--- config.mk ---
export PLATFORM = sky130hd
export DESIGN_NAME = signed_binary_to_decimal_ascii_unit_flat
export DESIGN_NICKNAME = d
export VERILOG_FILES = /design/src/design/sbda_pkg.sv /design/src/design/sbda_if.sv /design/src/design/sbda_datapath.sv /design/src/design/sbda_ctrl.sv /design/src/design/signed_binary_to_decimal_ascii_unit.sv /design/src/flat_wrapper.sv
export SDC_FILE = /design/constraint.sdc
export NUM_CORES = 1
export LEC_CHECK = 0
export BUFFER_PORTS_ARGS = -buffer_cell sky130_fd_sc_hd__buf_2
export CORE_MARGIN = 2
export CORE_UTILIZATION = 45
export DETAILED_ROUTE_END_ITERATION = 10
export GPL_TIMING_DRIVEN = 1
export PLACE_DENSITY = 0.74
export SYNTH_ARGS = -nofsm -noshare
export SYNTH_HDL_FRONTEND = slang
export SYNTH_SLANG_ARGS = --single-unit
--- constraint.sdc ---
create_clock -name i_clk -period 3.25 [get_ports i_clk]
set_input_delay 0 -clock i_clk [delete_from_list [all_inputs] [get_ports i_clk]]
set_output_delay 0 -clock i_clk [all_outputs]
set_load 0.02 [all_outputs]
--- src/design/sbda_pkg.sv ---
// shared constants and controller/datapath command and status types
`default_nettype none

package sbda_pkg;

    localparam logic [7:0] ASCII_ZERO  = 8'd48;
    localparam logic [7:0] ASCII_MINUS = 8'd45;
    localparam int         BCD_W       = 4;

    typedef struct packed {
        logic load;      // capture a new value, clear the digit register
        logic conv;      // one shift-and-adjust step of the binary to bcd conversion
        logic dshift;    // drop the top digit, move the next one up
        logic sel_sign;  // drive the minus character instead of the top digit
    } t_dp_cmd;

    typedef struct packed {
        logic neg;
        logic top_zero;
    } t_dp_sts;

endpackage

`default_nettype wire

--- src/design/sbda_if.sv ---
// stream interfaces for the input value and the output characters
`default_nettype none

interface sbda_in_if #(
    parameter int VALUE_BITS = 32
);
    logic                         valid;
    logic                         ready;
    logic signed [VALUE_BITS-1:0] value;

    modport source (output valid, output value, input ready);
    modport sink   (input valid, input value, output ready);
endinterface

interface sbda_out_if;
    logic       valid;
    logic       ready;
    logic [7:0] char_code;
    logic       last;

    modport source (output valid, output char_code, output last, input ready);
    modport sink   (input valid, input char_code, input last, output ready);
endinterface

`default_nettype wire

--- src/design/sbda_datapath.sv ---
// magnitude and bcd digit registers with the shift-add-3 conversion step
`default_nettype none

module sbda_datapath
    import sbda_pkg::*;
#(
    parameter int VALUE_BITS = 32
) (
    input  wire logic                         i_clk,
    input  wire logic signed [VALUE_BITS-1:0] i_value,
    input  wire t_dp_cmd                      i_cmd,
    output t_dp_sts                           o_sts,
    output logic [7:0]                        o_char
);

    localparam int NDIG  = (VALUE_BITS * 3) / 10 + 1;
    localparam int BCD_N = NDIG * BCD_W;

    logic [VALUE_BITS-1:0] r_mag, n_mag;
    logic [BCD_N-1:0]      r_bcd, n_bcd;
    logic                  r_neg, n_neg;
    logic [BCD_N-1:0]      adj;
    logic [BCD_W-1:0]      top;
    logic [VALUE_BITS-1:0] raw;

    assign raw = i_value;
    assign top = r_bcd[BCD_N-1 -: BCD_W];

    // digits above four get three added before the shift doubles them
    always_comb begin
        for (int d = 0; d < NDIG; d++) begin
            if (r_bcd[d*BCD_W +: BCD_W] >= 4'd5) begin
                adj[d*BCD_W +: BCD_W] = r_bcd[d*BCD_W +: BCD_W] + 4'd3;
            end else begin
                adj[d*BCD_W +: BCD_W] = r_bcd[d*BCD_W +: BCD_W];
            end
        end
    end

    always_comb begin
        n_mag = r_mag;
        n_bcd = r_bcd;
        n_neg = r_neg;
        if (i_cmd.load) begin
            n_neg = raw[VALUE_BITS-1];
            // the most negative value negates to itself, which is the right magnitude
            n_mag = raw[VALUE_BITS-1] ? (~raw + {{(VALUE_BITS-1){1'b0}}, 1'b1}) : raw;
            n_bcd = '0;
        end else if (i_cmd.conv) begin
            n_bcd = {adj[BCD_N-2:0], r_mag[VALUE_BITS-1]};
            n_mag = {r_mag[VALUE_BITS-2:0], 1'b0};
        end else if (i_cmd.dshift) begin
            n_bcd = {r_bcd[BCD_N-BCD_W-1:0], {BCD_W{1'b0}}};
        end
    end

    always_ff @(posedge i_clk) begin
        r_mag <= n_mag;
        r_bcd <= n_bcd;
        r_neg <= n_neg;
    end

    assign o_sts.neg      = r_neg;
    assign o_sts.top_zero = (top == '0);
    assign o_char         = i_cmd.sel_sign ? ASCII_MINUS : (ASCII_ZERO + {4'd0, top});

endmodule

`default_nettype wire

--- src/design/sbda_ctrl.sv ---
// controller: conversion bit count, leading zero skip and character emission
`default_nettype none

module sbda_ctrl
    import sbda_pkg::*;
#(
    parameter int VALUE_BITS = 32
) (
    input  wire logic    i_clk,
    input  wire logic    i_rst_n,
    input  wire logic    i_in_valid,
    output logic         o_in_ready,
    output logic         o_out_valid,
    input  wire logic    i_out_ready,
    output logic         o_last,
    output t_dp_cmd      o_cmd,
    input  wire t_dp_sts i_sts
);

    localparam int NDIG = (VALUE_BITS * 3) / 10 + 1;
    localparam int BW   = $clog2(VALUE_BITS);
    localparam int LW   = $clog2(NDIG + 1);

    typedef enum logic [4:0] {
        S_IDLE = 5'b00001,
        S_CONV = 5'b00010,
        S_SKIP = 5'b00100,
        S_SIGN = 5'b01000,
        S_EMIT = 5'b10000
    } t_state;

    t_state        r_state, n_state;
    logic [BW-1:0] r_bits, n_bits;
    logic [LW-1:0] r_left, n_left;
    logic          one_left;

    assign one_left = (r_left == LW'(1));

    always_comb begin
        n_state      = r_state;
        n_bits       = r_bits;
        n_left       = r_left;
        o_cmd        = '0;
        o_in_ready   = 1'b0;
        o_out_valid  = 1'b0;
        o_last       = 1'b0;
        case (r_state)
            S_IDLE: begin
                o_in_ready = 1'b1;
                if (i_in_valid) begin
                    o_cmd.load = 1'b1;
                    n_bits     = BW'(VALUE_BITS - 1);
                    n_left     = LW'(NDIG);
                    n_state    = S_CONV;
                end
            end
            S_CONV: begin
                o_cmd.conv = 1'b1;
                n_bits     = r_bits - BW'(1);
                if (r_bits == '0) begin
                    n_state = S_SKIP;
                end
            end
            S_SKIP: begin
                // zero keeps its last digit
                if (i_sts.top_zero && !one_left) begin
                    o_cmd.dshift = 1'b1;
                    n_left       = r_left - LW'(1);
                end else if (i_sts.neg) begin
                    n_state = S_SIGN;
                end else begin
                    n_state = S_EMIT;
                end
            end
            S_SIGN: begin
                o_out_valid    = 1'b1;
                o_cmd.sel_sign = 1'b1;
                if (i_out_ready) begin
                    n_state = S_EMIT;
                end
            end
            S_EMIT: begin
                o_out_valid = 1'b1;
                o_last      = one_left;
                if (i_out_ready) begin
                    if (one_left) begin
                        n_state = S_IDLE;
                    end else begin
                        o_cmd.dshift = 1'b1;
                        n_left       = r_left - LW'(1);
                    end
                end
            end
            default: begin
                n_state = S_IDLE;
            end
        endcase
    end

    always_ff @(posedge i_clk) begin
        if (!i_rst_n) begin
            r_state <= S_IDLE;
            r_bits  <= '0;
            r_left  <= '0;
        end else begin
            r_state <= n_state;
            r_bits  <= n_bits;
            r_left  <= n_left;
        end
    end

    a_no_overlap: assert property (@(posedge i_clk) disable iff (!i_rst_n)
        o_out_valid |-> !o_in_ready)
        else $error("input taken while a character is pending");

    a_left_nonzero: assert property (@(posedge i_clk) disable iff (!i_rst_n)
        (r_state == S_EMIT) |-> (r_left != '0))
        else $error("digit count ran out during emission");

    a_last_frees: assert property (@(posedge i_clk) disable iff (!i_rst_n)
        (o_out_valid && i_out_ready && o_last) |=> o_in_ready)
        else $error("block not idle after the final character");

    a_load_starts: assert property (@(posedge i_clk) disable iff (!i_rst_n)
        (i_in_valid && o_in_ready) |=> (r_state == S_CONV) && (r_bits == BW'(VALUE_BITS - 1)))
        else $error("accepted value did not start a conversion");

endmodule

`default_nettype wire

--- src/design/signed_binary_to_decimal_ascii_unit.sv ---
// top level: signed integer in, decimal ascii characters out
//
// Input channel i_in carries one signed two's-complement value per beat.
// Output channel o_out carries one ascii character per beat, most significant
// first: '-' for a negative value, then the digits without leading zeros;
// last is high on the final character. Zero gives the single character '0'.
// One value is converted at a time; i_in.ready is high only while idle.
// Per value: an accept, then the shift-add-3 conversion (one magnitude bit
// per cycle), then the leading zero digits are dropped, then the characters
// are emitted one per beat.
// When the receiver holds o_out.ready low the pending character and last
// stay on the port until taken. A synchronous reset (i_rst_n low) returns
// the controller to idle and drops any conversion in progress.
`default_nettype none

module signed_binary_to_decimal_ascii_unit
    import sbda_pkg::*;
#(
    parameter int VALUE_BITS = 32
) (
    input  wire logic  i_clk,
    input  wire logic  i_rst_n,
    sbda_in_if.sink    i_in,
    sbda_out_if.source o_out
);

    t_dp_cmd    cmd;
    t_dp_sts    sts;
    logic [7:0] char_code;

    sbda_ctrl #(
        .VALUE_BITS (VALUE_BITS)
    ) u_ctrl (
        .i_clk       (i_clk),
        .i_rst_n     (i_rst_n),
        .i_in_valid  (i_in.valid),
        .o_in_ready  (i_in.ready),
        .o_out_valid (o_out.valid),
        .i_out_ready (o_out.ready),
        .o_last      (o_out.last),
        .o_cmd       (cmd),
        .i_sts       (sts)
    );

    sbda_datapath #(
        .VALUE_BITS (VALUE_BITS)
    ) u_dp (
        .i_clk   (i_clk),
        .i_value (i_in.value),
        .i_cmd   (cmd),
        .o_sts   (sts),
        .o_char  (char_code)
    );

    assign o_out.char_code = char_code;

endmodule

`default_nettype wire

--- src/flat_wrapper.sv ---
// flat-port wrapper written by rule: the top's interface ports become plain ports
module signed_binary_to_decimal_ascii_unit_flat import sbda_pkg::*;
#(
    parameter int VALUE_BITS = 32
)
  (i_clk, i_rst_n, i_in_valid, i_in_value, i_in_ready, o_out_valid, o_out_char_code, o_out_last, o_out_ready);
  sbda_in_if #(.VALUE_BITS(VALUE_BITS)) i_in_i ();
  sbda_out_if o_out_i ();
  input  wire logic i_clk;
  input  wire logic i_rst_n;
  input wire logic [$bits(i_in_i.valid)-1:0] i_in_valid;
  input wire logic [$bits(i_in_i.value)-1:0] i_in_value;
  output wire logic [$bits(i_in_i.ready)-1:0] i_in_ready;
  output wire logic [$bits(o_out_i.valid)-1:0] o_out_valid;
  output wire logic [$bits(o_out_i.char_code)-1:0] o_out_char_code;
  output wire logic [$bits(o_out_i.last)-1:0] o_out_last;
  input wire logic [$bits(o_out_i.ready)-1:0] o_out_ready;
  assign i_in_i.valid = i_in_valid;
  assign i_in_i.value = i_in_value;
  assign i_in_ready = i_in_i.ready;
  assign o_out_valid = o_out_i.valid;
  assign o_out_char_code = o_out_i.char_code;
  assign o_out_last = o_out_i.last;
  assign o_out_i.ready = o_out_ready;
  signed_binary_to_decimal_ascii_unit #(.VALUE_BITS(VALUE_BITS)) u_core (.i_clk(i_clk), .i_rst_n(i_rst_n), .i_in(i_in_i), .o_out(o_out_i));
endmodule
After elaboration in Yosys (flattened, before gate mapping). Index checks and enable logic that the tools add are counted. W data, S select, Z words.

Bits in registers: 87. Bits of input ports: 36.

Muxes and demuxes: 42. Bitwise gates (word level): 1. Add/sub/neg operators: 14. Equal/unequal tests: 14. Reductions and logical operators: 12. $lt $le $gt $ge: 10.

Operators by type and width (count): $mux W32 (3); $mux W40 (2); $mux W4 (13); $ge A4 B3 Y1 const B (10); $mux W5 (8); $add A4 B2 Y4 const B (9); $add A32 B1 Y32 const B (1); $not A32 Y32 (1); $pmux W5 S5 (1); $ne A2 B2 Y1 const B (8); $pmux W4 S3 (1); $mux W1 (10); $pmux W5 S2 (1); $add A6 B4 Y7 const A (1); $mux W7 (1); $reduce_and A6 Y1 (1); $reduce_bool A2 Y1 (3); $eq A5 B1 Y1 const B (1); $eq A5 B2 Y1 const B (1); $eq A5 B3 Y1 const B (1); $eq A5 B4 Y1 const B (1); $eq A5 B5 Y1 const B (1); $logic_not A5 Y1 (1); $reduce_and A5 Y1 (1); 12 further kinds (12).

Logic depth before layout (Yosys ltp).
Depth in word-level cells: 7. Gate-level depth with buffers: 8. Gate-level depth less buffers: 7.

Hierarchy. From an unflattened synthesis, not the netlist that was laid out.

Cell total of the unflattened synthesis: 627. Area total of the unflattened synthesis: 5571.6 um^2.

By module, submodules not included: sbda_datapath (times used 1, cells each 522, area each 4620.7 um^2, sequential area each 1791.7 um^2); sbda_ctrl (times used 1, cells each 105, area each 950.9 um^2, sequential area each 280.3 um^2).

Worst setup path before layout. OpenSTA, ideal clock, no wires.

Kind: register to register. Start point: register u_core.u_ctrl.r_state[2]. End point: register u_core.u_ctrl.r_bits[2]. Slack: 979 ps. Data required time: 3159 ps. Data arrival time: 2180 ps. Stages on the path, launching flop included: 7. Period minus slack after synthesis: 2271 ps. Path through: dfxtp_1 -> nor3_2 -> nand2_1 -> clkbuf_1 -> nand2_1 -> a21oi_1 -> a311oi_1.

Word-level cells in the longest chain between the ends: 3. Elaborated cells between the ends (all ways): 6.

Ends and longest elaborated chain: start, declared (RTL line sbda_ctrl.sv:32) `t_state r_state, n_state;`; start signal, assigned (RTL line sbda_ctrl.sv:106) `r_state <= n_state;`; $eq A5 B1 Y1 or $eq A5 B2 Y1 (tied branches) (RTL line sbda_ctrl.sv:47) `case (r_state)`; $ne A2 B2 Y1 (no source line) or $reduce_bool A2 Y1 (tied branches); $reduce_and A2 Y1 (no source line); end signal, assigned (RTL line sbda_ctrl.sv:107) `r_bits <= n_bits;`; end, declared (RTL line sbda_ctrl.sv:33) `logic [BW-1:0] r_bits, n_bits;`.

Several ways; a longest one is shown, not always the timed one. A chain may end at the register's enable or synchronous reset.

Worst setup path in the final report.
Start point: register u_core.u_ctrl.r_state[2]. End point: register u_core.u_dp.r_bcd[32].

Word-level cells in the longest chain between the ends: 3. Elaborated cells between the ends (all ways): 9.

Ends and longest elaborated chain: $eq A5 B5 Y1, or another cell as far along (RTL line sbda_ctrl.sv:47); $pmux W1 S2 or $mux W1 (tied branches) (RTL line sbda_ctrl.sv:47); $reduce_bool A2 Y1 (no source line) or $mux W40 (tied branches); end signal, assigned (RTL line sbda_datapath.sv:59) `r_bcd <= n_bcd;`; end, declared (RTL line sbda_datapath.sv:20) `logic [BCD_N-1:0] r_bcd, n_bcd;`.

Several ways; a longest one is shown, not always the timed one.

==> results.ini <==
[run_status]
status=completed

[sta]
min_period_ns=2.18
layout_setup_ws_ns=1.07
fmax_mhz=459
report.final.slew_viol_count=0
rsz0062_at_grt=false
worstMarginPinSlew_ns=0.626
fin_crit_sh=0.670
fin_skew_ns=0.00633
setup_violations=0
setup_tns_ns=0
hold_violations=0
relSlewSlack=0.583

[floorplan]
die_h_um=116
core.rowCount=40
die_w_um=116
start_util=0.465
io_pins=47
core_area_mm2=0.0121
die_area_mm2=0.0134

[place]
pre_cts_ws_ns=1.10
dp_hpwl_um=8400
gp_congestion=0.846
numPortBuffers=43

[synth]
yosysWarnings=0
synth_top_area_cell=dfxtp_1
yosys.area.top_type_share=0.193
synth-xor-area-share=0.0625
synthSimpleGateAreaFrac=0.195
syn_inst=637
synthArstFlopShare=0
synthFlopType=dfxtp_1
seq_area_frac_synth=0.370
synth-compound-area-share=0.237
synth.cell_area_mm2=0.00560
synth_commonest_cells=nand2_1 (70), o21ai_0 (66), dfxtp_1 (54)
yosys.cell_types.count=63
syn_avg_cell_area_um2=8.80
synthTopCellsByArea=dfxtp_1 (19%), edfxtp_1 (18%), o21ai_0 (5.9%)
synth_top_family_by_area=compound AO/OA/AOI/OAI gates
synth_most_common_cell=nand2_1
synth_seq_cells=87
synth_edf_count=33
synthAdderAreaFrac=0.0558
synthMuxAreaShare=0.0234

[final_layout]
post-route-util=0.518
nNetsFinal=726
drive_gt1_frac=0.145
n_fill_cell=1109
syn_to_final_growth_pct=11.5
diodes=0

[clock_network]
clockRootBuffer=clkbuf_16
clkLatencyLatePin_ns=0.34
cts_tree=yes
path_clk_slew_ns=0.06
ctsResizeCount=0
numCtsBuffers=9
cts.sinks=87
cts_max_path_buffers=2
cts_setup_buffers=0
cts_max_level=3

[grt]
grt_max_degree=71
grtUsageTotal=0.191
overflow=0
antenna_found_initial=0
grt_pass1_wl_um=20800
grt_pass1_vias=4525

[detailed_routing]
drc=0
viasPerCell=5.68
wl_um=12200
via_count=4759
drtIter0Drc=317
drt_first_pass_iters=4
ant_nets=0
wl_per_cell_um=14.5

[critical_path]
worstPathArrival_ns=2.40
slowest_delay_ns=0.60
crit_type=reg2reg
timing.reg2reg.setup_slack_ns=1.07
critPathSlowestCell=and2_1
crit_required_ns=3.47
path_cells=nor3_2 > and2_1 > a211o_2 > o311a_1 > a211oi_2
crit_buf_inv=0
worst_setup_path_end_kind=flip-flop
startpoint_type=flip-flop
crit_family=simple AND/OR/NAND/NOR gates
crit_fanout=15

[power]
ir_drop_v=0.000279
clkPwrFrac=0.340
p_per_area_mw_per_mm2=531
p_leak_nw=2.39
p_sw_w=0.000991
seqPwrFrac=0.434
p_total_w=0.00332
intPower_w=0.00233
p_sw_frac=0.299
combPwrFrac=0.226

[min_path]
hp-class=in2reg

[job]
maxCapViolCount=0

## area by class of cell
cell class                 count  area (um^2)  area share
multi-input combinational    483         3230       0.517
sequential                    87         2070       0.332
clock buffer                  15          302      0.0483
timing repair buffer          51          278      0.0445
tap                          168          210      0.0336
inverter                      33          124      0.0198
clock inverter                 1         30.0     0.00481
## what timing repair did
action	CTS	global route
hold buffers	1	0
hold endpoints to repair	5	0
endpoints found under the setup margin	0	0
## final timing paths
check	startpoint	to	cells after the start
max	u_core.u_ctrl.r_state[2]	u_core.u_dp.r_bcd[32]	5
min	i_in_value[0]	u_core.u_dp.r_mag[0]	3
max reg2reg	u_core.u_ctrl.r_state[2]	u_core.u_dp.r_bcd[32]	5
min reg2reg	u_core.u_ctrl.r_left[3]	u_core.u_ctrl.r_left[3]	2
## state kept, by name, summed over array words and instances (netlist names)
| name | cells |
|---|---|
| u_core.u_ctrl.r_left | 4 |
| u_core.u_ctrl.r_bits | 5 |
| u_core.u_ctrl.r_state | 5 |
| u_core.u_dp.r_bcd | 40 |
| u_core.u_dp.r_mag | 32 |
| u_core.u_dp.r_neg | 1 |
## power groups by stage
stage               clock (W)  sequential [W]  combinational, W
floorplan                   0         0.00142          0.000577
global placement            0         0.00145          0.000705
detailed placement          0         0.00146          0.000746
CTS                   0.00115         0.00144          0.000749
global route          0.00119         0.00146          0.000850
finish                0.00113         0.00144          0.000748
## per-stage QoR
step	hold slack, ns	cell area [um^2]	std cells
after floorplan	0.0989	5610	638
after global placement	0.290	5910	821
after detailed placement	0.306	5910	821
after CTS	0.0264	6250	838
after global routing	0.0613	6250	838
final	0.0428	6250	838
## kinds of logic after synthesis
logic type,Yosys count
and+or+nand+nor,204
DFF,87
buffers and inverters,68
muxes,13
xor gates and xnor gates,40
other,2
AOI/OAI and AO/OA,198
adders and majority gates,25
## routing by layer
layer | global-route usage | share of wire
met5 | 0 | 0
met4 | 0.0546 | 0.010
met3 | 0.0434 | 0.038
met2 | 0.327 | 0.47
met1 | 0.241 | 0.48
## cell usage in the layout, fill, tap and decap left out, drive strengths merged, types with 7 or more instances in the layout
cell type,count
nand2,70
mux2i,12
a21oi,40
a31oi,11
nand2b,16
clkbuf,15
a221oi,10
nor2,46
nand3,7
xnor2,13
inv,32
nor3b,21
o31ai,10
nor4,8
buf,50
dfxtp,54
a211oi,30
and3b,9
xor2,27
o311a,10
o21ai,69
o41ai,7
ha,25
edfxtp,33
## worst min-delay path: cells and delay by family
family,cells,cell delay (ns)
buffers and inverters,2,0.15
and+or+nand+nor,1,0.11
Note: power is estimated with default switching activity, not from simulation.
